## src/hw/rtl/cfv_pkg.sv

```systemverilog
// Command frame validator package: frame constants, command and status codes, result type.
// Used by cfv_frame_check and command_frame_validator_top.
`default_nettype none

package cfv_pkg;

  localparam int unsigned IdxW = 10;

  localparam logic [7:0]  Preamble0    = 8'h0F;
  localparam logic [7:0]  Preamble1    = 8'hF0;
  localparam logic [7:0]  ColonChar    = 8'h3A;
  localparam logic [7:0]  AlarmOn      = 8'h70;
  localparam logic [7:0]  AlarmOff     = 8'h07;
  localparam logic [15:0] IdNone       = 16'h0000;
  localparam logic [15:0] IdAll        = 16'hFFFF;
  localparam logic [15:0] VersionReset = 16'd256;

  localparam logic [7:0] CmdQuery  = 8'h01;
  localparam logic [7:0] CmdTarget = 8'h02;
  localparam logic [7:0] CmdWifi   = 8'h03;
  localparam logic [7:0] CmdHost   = 8'h04;

  localparam logic [2:0] StReject = 3'd0;
  localparam logic [2:0] StQuery  = 3'd1;
  localparam logic [2:0] StTarget = 3'd2;
  localparam logic [2:0] StWifi   = 3'd3;
  localparam logic [2:0] StHost   = 3'd4;

  typedef struct packed {
    logic [7:0]  payload_len;
    logic [7:0]  split_pos;
    logic [15:0] value;
    logic [2:0]  status;
  } result_t;

endpackage

`default_nettype wire

```

## src/hw/rtl/command_frame_validator_top.sv

```systemverilog
// Command frame validator top level: input register, frame checker, result register.
// Depends on cfv_pkg and cfv_frame_check.
//
// Use: frame bytes enter on the s_axis channel, one byte per request, with
// s_axis_tlast on the final (checksum) byte. Each frame yields exactly one
// result request on m_axis, carrying status, value, split position and
// payload length; a rejected frame gives all zeros. Bytes without tlast
// give no result.
// Throughput: one byte per cycle while m_axis does not stall. The result
// passes through the input register, then the result register.
// cfg_we_i writes expected_version; write only while no frame is in flight.
// Reset clears the frame state and the valid bits of both registers and sets
// the version to 256. When m_axis stalls, the result register holds and the
// input register still takes one more byte if empty before s_axis_tready drops.
`default_nettype none

module command_frame_validator_top #(
  parameter int unsigned MAX_FRAME = 256
) (
  input  wire logic        clk_i,
  input  wire logic        rst_ni,
  input  wire logic        cfg_we_i,
  input  wire logic [15:0] cfg_wdata_i,
  input  wire logic        s_axis_tvalid,
  output      logic        s_axis_tready,
  input  wire logic [7:0]  s_axis_tdata,   // [7:0] rx_byte
  input  wire logic        s_axis_tlast,   // last_byte
  output      logic        m_axis_tvalid,
  input  wire logic        m_axis_tready,
  output      logic [39:0] m_axis_tdata    // [2:0] status, [18:3] value,
                                           // [26:19] split_pos, [34:27] payload_len
);

  logic [15:0] version_q;
  logic        in_valid_q;
  logic [7:0]  in_byte_q;
  logic        in_last_q;
  logic        out_valid_q;
  cfv_pkg::result_t out_q;
  cfv_pkg::result_t result;
  logic        advance;
  logic        step;

  assign advance       = !out_valid_q || m_axis_tready;
  assign step          = in_valid_q && advance;
  assign s_axis_tready = !in_valid_q || advance;

  always_ff @(posedge clk_i or negedge rst_ni) begin
    if (!rst_ni) begin
      version_q <= cfv_pkg::VersionReset;
    end else if (cfg_we_i) begin
      version_q <= cfg_wdata_i;
    end
  end

  always_ff @(posedge clk_i or negedge rst_ni) begin
    if (!rst_ni) begin
      in_valid_q <= 1'b0;
    end else if (s_axis_tready) begin
      in_valid_q <= s_axis_tvalid;
    end
  end

  always_ff @(posedge clk_i) begin
    if (s_axis_tready && s_axis_tvalid) begin
      in_byte_q <= s_axis_tdata;
      in_last_q <= s_axis_tlast;
    end
  end

  cfv_frame_check #(
    .MAX_FRAME(MAX_FRAME)
  ) u_frame_check (
    .clk_i             (clk_i),
    .rst_ni            (rst_ni),
    .step_i            (step),
    .rx_byte_i         (in_byte_q),
    .last_byte_i       (in_last_q),
    .expected_version_i(version_q),
    .result_o          (result)
  );

  always_ff @(posedge clk_i or negedge rst_ni) begin
    if (!rst_ni) begin
      out_valid_q <= 1'b0;
    end else if (advance) begin
      out_valid_q <= step && in_last_q;
    end
  end

  always_ff @(posedge clk_i) begin
    if (step && in_last_q) begin
      out_q <= result;
    end
  end

  assign m_axis_tvalid = out_valid_q;
  assign m_axis_tdata  = {5'b00000, out_q};

endmodule

`default_nettype wire

```

## src/hw/rtl/cfv_frame_check.sv

```systemverilog
// Per-byte frame tracking and end-of-frame decode for the command frame validator.
// Depends on cfv_pkg.
`default_nettype none

module cfv_frame_check #(
  parameter int unsigned MAX_FRAME = 256
) (
  input  wire logic            clk_i,
  input  wire logic            rst_ni,
  input  wire logic            step_i,
  input  wire logic [7:0]      rx_byte_i,
  input  wire logic            last_byte_i,
  input  wire logic [15:0]     expected_version_i,
  output cfv_pkg::result_t     result_o
);

  localparam logic [cfv_pkg::IdxW-1:0] IdxLimit = cfv_pkg::IdxW'(MAX_FRAME - 1);

  logic [cfv_pkg::IdxW-1:0] idx_q, idx_d;
  logic        header_q, header_d;
  logic [7:0]  ver_hi_q, ver_hi_d;
  logic [7:0]  sum_q, sum_d;
  logic [7:0]  cmd_q, cmd_d;
  logic [7:0]  len_q, len_d;
  logic [15:0] head_q, head_d;
  logic [7:0]  colon_idx_q, colon_idx_d;
  logic        colon_seen_q, colon_seen_d;

  always_comb begin
    idx_d        = idx_q;
    header_d     = header_q;
    ver_hi_d     = ver_hi_q;
    sum_d        = sum_q;
    cmd_d        = cmd_q;
    len_d        = len_q;
    head_d       = head_q;
    colon_idx_d  = colon_idx_q;
    colon_seen_d = colon_seen_q;
    if (step_i) begin
      if (last_byte_i) begin
        idx_d        = '0;
        header_d     = 1'b0;
        ver_hi_d     = '0;
        sum_d        = '0;
        cmd_d        = '0;
        len_d        = '0;
        head_d       = '0;
        colon_idx_d  = '0;
        colon_seen_d = 1'b0;
      end else begin
        priority if (idx_q == cfv_pkg::IdxW'(0)) begin
          header_d = (rx_byte_i == cfv_pkg::Preamble0);
        end else if (idx_q == cfv_pkg::IdxW'(1)) begin
          header_d = header_q && (rx_byte_i == cfv_pkg::Preamble1);
        end else if (idx_q == cfv_pkg::IdxW'(2)) begin
          ver_hi_d = rx_byte_i;
        end else if (idx_q == cfv_pkg::IdxW'(3)) begin
          header_d = header_q && ({ver_hi_q, rx_byte_i} == expected_version_i);
        end else if (idx_q == cfv_pkg::IdxW'(4)) begin
          cmd_d = rx_byte_i;
        end else if (idx_q == cfv_pkg::IdxW'(5)) begin
          len_d = rx_byte_i;
        end else begin
          if (idx_q == cfv_pkg::IdxW'(6)) begin
            head_d = {rx_byte_i, 8'h00};
          end else if (idx_q == cfv_pkg::IdxW'(7)) begin
            head_d = {head_q[15:8], rx_byte_i};
          end
          if (!colon_seen_q && rx_byte_i == cfv_pkg::ColonChar) begin
            colon_seen_d = 1'b1;
            colon_idx_d  = 8'(idx_q - cfv_pkg::IdxW'(6));
          end
        end
        if (idx_q >= cfv_pkg::IdxW'(2)) begin
          sum_d = sum_q + rx_byte_i;
        end
        if (idx_q != '1) begin
          idx_d = idx_q + cfv_pkg::IdxW'(1);
        end
      end
    end
  end

  always_ff @(posedge clk_i or negedge rst_ni) begin
    if (!rst_ni) begin
      idx_q        <= '0;
      header_q     <= 1'b0;
      ver_hi_q     <= '0;
      sum_q        <= '0;
      cmd_q        <= '0;
      len_q        <= '0;
      head_q       <= '0;
      colon_idx_q  <= '0;
      colon_seen_q <= 1'b0;
    end else begin
      idx_q        <= idx_d;
      header_q     <= header_d;
      ver_hi_q     <= ver_hi_d;
      sum_q        <= sum_d;
      cmd_q        <= cmd_d;
      len_q        <= len_d;
      head_q       <= head_d;
      colon_idx_q  <= colon_idx_d;
      colon_seen_q <= colon_seen_d;
    end
  end

  logic frame_ok;
  logic colon_ok;

  // frame length = idx + 1, so L + 7 == length reduces to L + 6 == idx
  assign frame_ok = header_q && (idx_q >= cfv_pkg::IdxW'(6)) && (idx_q <= IdxLimit) &&
                    ({2'b00, len_q} + cfv_pkg::IdxW'(6) == idx_q) && (sum_q == rx_byte_i);
  assign colon_ok = colon_seen_q && ({1'b0, colon_idx_q} + 9'd1 < {1'b0, len_q});

  always_comb begin
    result_o = '0;
    if (frame_ok) begin
      unique case (cmd_q)
        cfv_pkg::CmdQuery: begin
          if (len_q == 8'd1) begin
            if (head_q[15:8] == cfv_pkg::AlarmOn) begin
              result_o.status = cfv_pkg::StQuery;
              result_o.value  = 16'd1;
            end else if (head_q[15:8] == cfv_pkg::AlarmOff) begin
              result_o.status = cfv_pkg::StQuery;
            end
          end
        end
        cfv_pkg::CmdTarget: begin
          if (len_q == 8'd2 && head_q != cfv_pkg::IdNone && head_q != cfv_pkg::IdAll) begin
            result_o.status = cfv_pkg::StTarget;
            result_o.value  = head_q;
          end
        end
        cfv_pkg::CmdWifi, cfv_pkg::CmdHost: begin
          if (len_q > 8'd3 && colon_ok) begin
            result_o.status    = (cmd_q == cfv_pkg::CmdWifi) ? cfv_pkg::StWifi : cfv_pkg::StHost;
            result_o.split_pos = colon_idx_q;
          end
        end
        default: begin
          result_o = '0;
        end
      endcase
      if (result_o.status != cfv_pkg::StReject) begin
        result_o.payload_len = len_q;
      end
    end
  end

endmodule

`default_nettype wire

```

## config.mk

```make
export PLATFORM = sky130hd
export DESIGN_NAME = command_frame_validator_top
export DESIGN_NICKNAME = d
export VERILOG_FILES = /design/src/hw/rtl/cfv_pkg.sv /design/src/hw/rtl/command_frame_validator_top.sv /design/src/hw/rtl/cfv_frame_check.sv
export SDC_FILE = /design/constraint.sdc
export NUM_CORES = 1
export LEC_CHECK = 0
export ABC_AREA = 1
export BUFFER_PORTS_ARGS = -buffer_cell sky130_fd_sc_hd__buf_2
export CAP_MARGIN = 0
export CORE_MARGIN = 1
export CORE_UTILIZATION = 59
export CTS_BUF_LIST = sky130_fd_sc_hd__clkbuf_4
export CTS_CLUSTER_DIAMETER = 150
export CTS_CLUSTER_SIZE = 16
export DETAILED_ROUTE_END_ITERATION = 10
export PLACE_DENSITY = 0.8
export RECOVER_POWER = 25
export REMOVE_ABC_BUFFERS = 1
export SYNTH_ARGS = -nofsm -noshare
export SYNTH_HDL_FRONTEND = slang
export SYNTH_SLANG_ARGS = --single-unit
```

## constraint.sdc

```tcl
create_clock -name clk_i -period 2.9 [get_ports clk_i]
set_input_delay 0.58 -clock clk_i [delete_from_list [all_inputs] [get_ports clk_i]]
set_output_delay 0.58 -clock clk_i [all_outputs]
set_load 0.05 [all_outputs]
```

==> qor.csv <==
stage;metric;value;unit
outcome;status;complete, but fails checks;
outcome;failing checks;design-rule violations, max-capacitance violations, max-slew violations;
synth;Synth Area in XOR/XNOR;3.21;%
placement;Port Buffers;66;
cts;Worst-Skew Late Latency;560;ps
min_path;HP Class;in -> reg;
drt;Detailed Routing Iterations Pass 1;10;
drt;Vias;5685;
worst_setup_path;Worst setup EP type;register;
sta;worst-margin pin slew;2110;ps
synth;post-synthesis sequential area ratio;48.9;%
die;Row Count;39;
worst_setup_path;Critical Path Start;u_frame_check.colon_idx_q[2]$_DFFE_PN0P_;
synth;Compound-Gate Fraction of Synth Area;9.26;%
synth;cell area after synthesis;7100;sq um
power_and_ir_drop;clock network power share;20.8;%
global_routing;vias in the first global route;5490;
sta;Worst slew margin;-40.8;%
drt;Via density;5.54;
die;Die ar.;12500;sq um
power_and_ir_drop;combinational share of power;36.3;%
cts;Num CTS Buffers;17;
worst_setup_path;WS Path Type;reg -> reg;
cts;CTS clk-pin slew, worst paths;120;ps
synth;main combinational cell family by area after synthesis;simple AND/OR/NAND/NOR gates;
final_layout;Design Area, Final;7800;sq um
synth;Synth Area in Simple Gates;24.3;%
power_and_ir_drop;leakage power total;0.00366;uW
worst_setup_path;worst endpoint data arrival time;3030;ps
drt;DRT antenna net count;0;
drt;# DRC;7;
die;Die Y;112;microns
placement;GP Congestion;0.894;
worst_setup_path;CP startpoint kind;register;
synth;number of distinct library cells after synthesis;47;
sta;RSZ-0062 raised after global routing;false;
drt;routed len/inst;14.7;microns
power_and_ir_drop;Cell Int Power;3490;uW
power_and_ir_drop;switching power;2440;uW
final_layout;layout cells sized above 1;20.1;%
worst_setup_path;r2r startpoint;u_frame_check.colon_idx_q[2]$_DFFE_PN0P_;
sta;timing-limited maximum frequency;385;MHz
die;initial core utilization;61.4;%
cts;clock root cell;clkbuf_4;
placement;pre-CTS setup slack;218;ps
final_layout;most frequent cells in the layout;nand2_1 (175), inv_1 (109), dfrtp_1 (85);
power_and_ir_drop;Switching Fraction;41.1;%
die;Core ar.;11600;sq um
cts;Post-CTS Repair Setup Buffers;0;
synth;multiplexer area fraction after synthesis;1.43;%
sta;final setup TNS;0;ps
final_layout;area grow syn2layout;9.76;%
drt;Detailed Route WL;15.1;mm
global_routing;largest net degree at the start of global routing;87;
placement;Placed Area;7510;sq um
global_routing;initial antenna violation count;0;
sta;clock skew;18.5;ps
job;maxcap violations;1;
worst_setup_path;Required @ worst endpoint;3330;ps
synth;synth warn;0;
final_layout;leading cell type in the layout, fill and taps excluded;nand2_1;
cts;CTS Sinks;130;
placement;DP HPWL;11.1;mm
sta;setup ws final;302;ps
power_and_ir_drop;worst vdd ir;0.422;mV
sta;Setup violations, final;0;
cts;CTS tree;yes;
synth;top post-synthesis cells by area;dfrtp_1 (30%), edfxtp_1 (19%), nand2_1 (9.2%);
sta;min Tclk post-route;2600;ps
global_routing;global-route wire length before repair;25.5;mm
sta;Final period util;89.6;%
worst_setup_path;Cell Chain, Critical Path;inv_1 > nor3_2 > nand3_1 > nor3_1 > xor2_1 > inv_1 > ha_1 > nor2_1 > nand2_1 > a31oi_1 > nand3_1 > nor2_1 > nand2_1 > nand3_2 > nand2_1 > inv_1;
final_layout;Fillers;901;
synth;area leader, netlist;dfrtp_1;
synth;flops & latches, synth;130;
synth;Synth top area share;29.9;%
final_layout;Final #Nets;924;
power_and_ir_drop;Power Density;760;nW/um^2
power_and_ir_drop;Sequential Power Share;42.9;%
die;Die Wd;112;microns
sta;Fin. Hold Viols;0;
power_and_ir_drop;power after layout;5920;uW
sta;Slew Limit Fails;87;
worst_setup_path;Max stage delay on crit path;390;ps
synth;cells after synthesis;797;
sta;WHS;189;ps
worst_setup_path;CP Max Fanout;8;
cts;H-tree Lvls;4;
worst_setup_path;slowest CP cell;dfrtp_1;
min_path;hold path start;s_axis_tdata[6];
global_routing;All-Layer GR Usage;26.0;%
cts;Max clock buf depth;2;
drt;number of DRC markers in iteration 0;574;
synth;Synth Area in Adders;4.16;%
die;IO Pins;72;
synth;mean post-synth cell area;8.91;sq um
global_routing;grt total ovfl;0;
cts;hold buffer count at cts;0;
final_layout;antenna fix cells;0;
==> through the flow <==
| stage | cells | util (%) |
|---|---|---|
| 2_1_floorplan | 777 | - |
| 3_3_place_gp | 995 | 65.0 |
| 3_5_place_dp | 995 | 65.0 |
| 4_1_cts | 1027 | 67.4 |
| 5_1_grt | 1027 | 67.4 |
| 6_report | 1027 | 67.4 |
==> logic make-up after synthesis <==
logic type | after synthesis
and+or+nand+nor | 366
buffers and inverters | 138
DFF | 130
AOI/OAI and AO/OA | 104
xor gates and xnor gates | 26
adders and majority gates | 23
muxes | 9
other | 1
==> power groups by stage <==
stage / Clock, uW / Combinational, uW / Sequential (uW)
global route: 1340 / 2430 / 2590
floorplan: 0 / 1540 / 2590
CTS: 1260 / 2140 / 2540
finish: 1230 / 2150 / 2540
detailed placement: 0 / 2120 / 2570
global placement: 0 / 2040 / 2560
==> worst paths after layout <==
check                           cells past startpoint  slack (ps)                            endpoint
max in group asynchronous                           1        1030  u_frame_check.sum_q[5]$_DFFE_PN0P_
worst max-delay path                               16         300      m_axis_tdata[30]$_SDFFCE_PN0P_
worst min-delay path                                1         190              in_byte_q[6]$_DFFE_PP_
worst min register to register                      2         510  u_frame_check.sum_q[3]$_DFFE_PN0P_
min in group asynchronous                           1         620            version_q[4]$_DFFE_PN0P_
worst max register to register                     16         300      m_axis_tdata[30]$_SDFFCE_PN0P_
==> synthesized netlist by cell type, drive strengths merged <==
library cell,n
a31oi,4
clkbuf,4
nand4,19
nand2,184
dfrtp,85
nand3,44
xnor2,8
nand3b,1
inv,114
buf,20
o21ai,61
o22ai,8
o221ai,1
or2,3
nor3b,2
xor2,18
nor3,33
o31ai,10
conb,1
ha,22
mux2,9
dfstp,1
edfxtp,44
nor4,9
or3,1
nor2,70
o41ai,1
fa,1
a21oi,19
==> flip-flops by register name, indices dropped and copies added (netlist names) <==
name	cells
in_last_q	1
u_frame_check.colon_idx_q	8
u_frame_check.header_q	1
u_frame_check.ver_hi_q	8
u_frame_check.cmd_q	8
u_frame_check.sum_q	8
m_axis_tdata	35
m_axis_tvalid	1
in_byte_q	8
version_q	16
u_frame_check.idx_q	10
in_valid_q	1
u_frame_check.colon_seen_q	1
u_frame_check.len_q	8
u_frame_check.head_q	16
==> final cells by class <==
cell class	instances	area [sq um]	area share, %
Clock buffer	17	128	1.64
Clock inverter	15	154	1.97
Inverter	114	430	5.52
Multi-Input combinational cell	533	3040	38.9
Sequential cell	130	3470	44.6
Tap cell	143	179	2.29
Timing Repair Buffer	75	397	5.09
==> timing repair <==
item	4_1_cts	5_1_grt
endpoints found under the setup margin	0	9
hold endpoints to repair	0	0
resized for setup	0	2
==> worst max-delay path: cells and delay by family (launching register included) <==
| kind | cells | cell delay (ps) |
|---|---|---|
| AO/OA/AOI/OAI | 1 | 220 |
| XOR/XNOR | 1 | 160 |
| adder cells (fa/ha/maj) | 1 | 170 |
| buffers and inverters | 3 | 210 |
| flip-flops | 1 | 390 |
| AND/OR/NAND/NOR | 10 | 1340 |
==> per-layer routing <==
metal / global-route usage, % / share of wire (%)
met1: 34.0 / 43
met5: 0 / 0
met4: 11.5 / 2.5
met3: 5.77 / 5.9
met2: 41.9 / 49
Note: power is estimated with default switching activity, not from simulation.
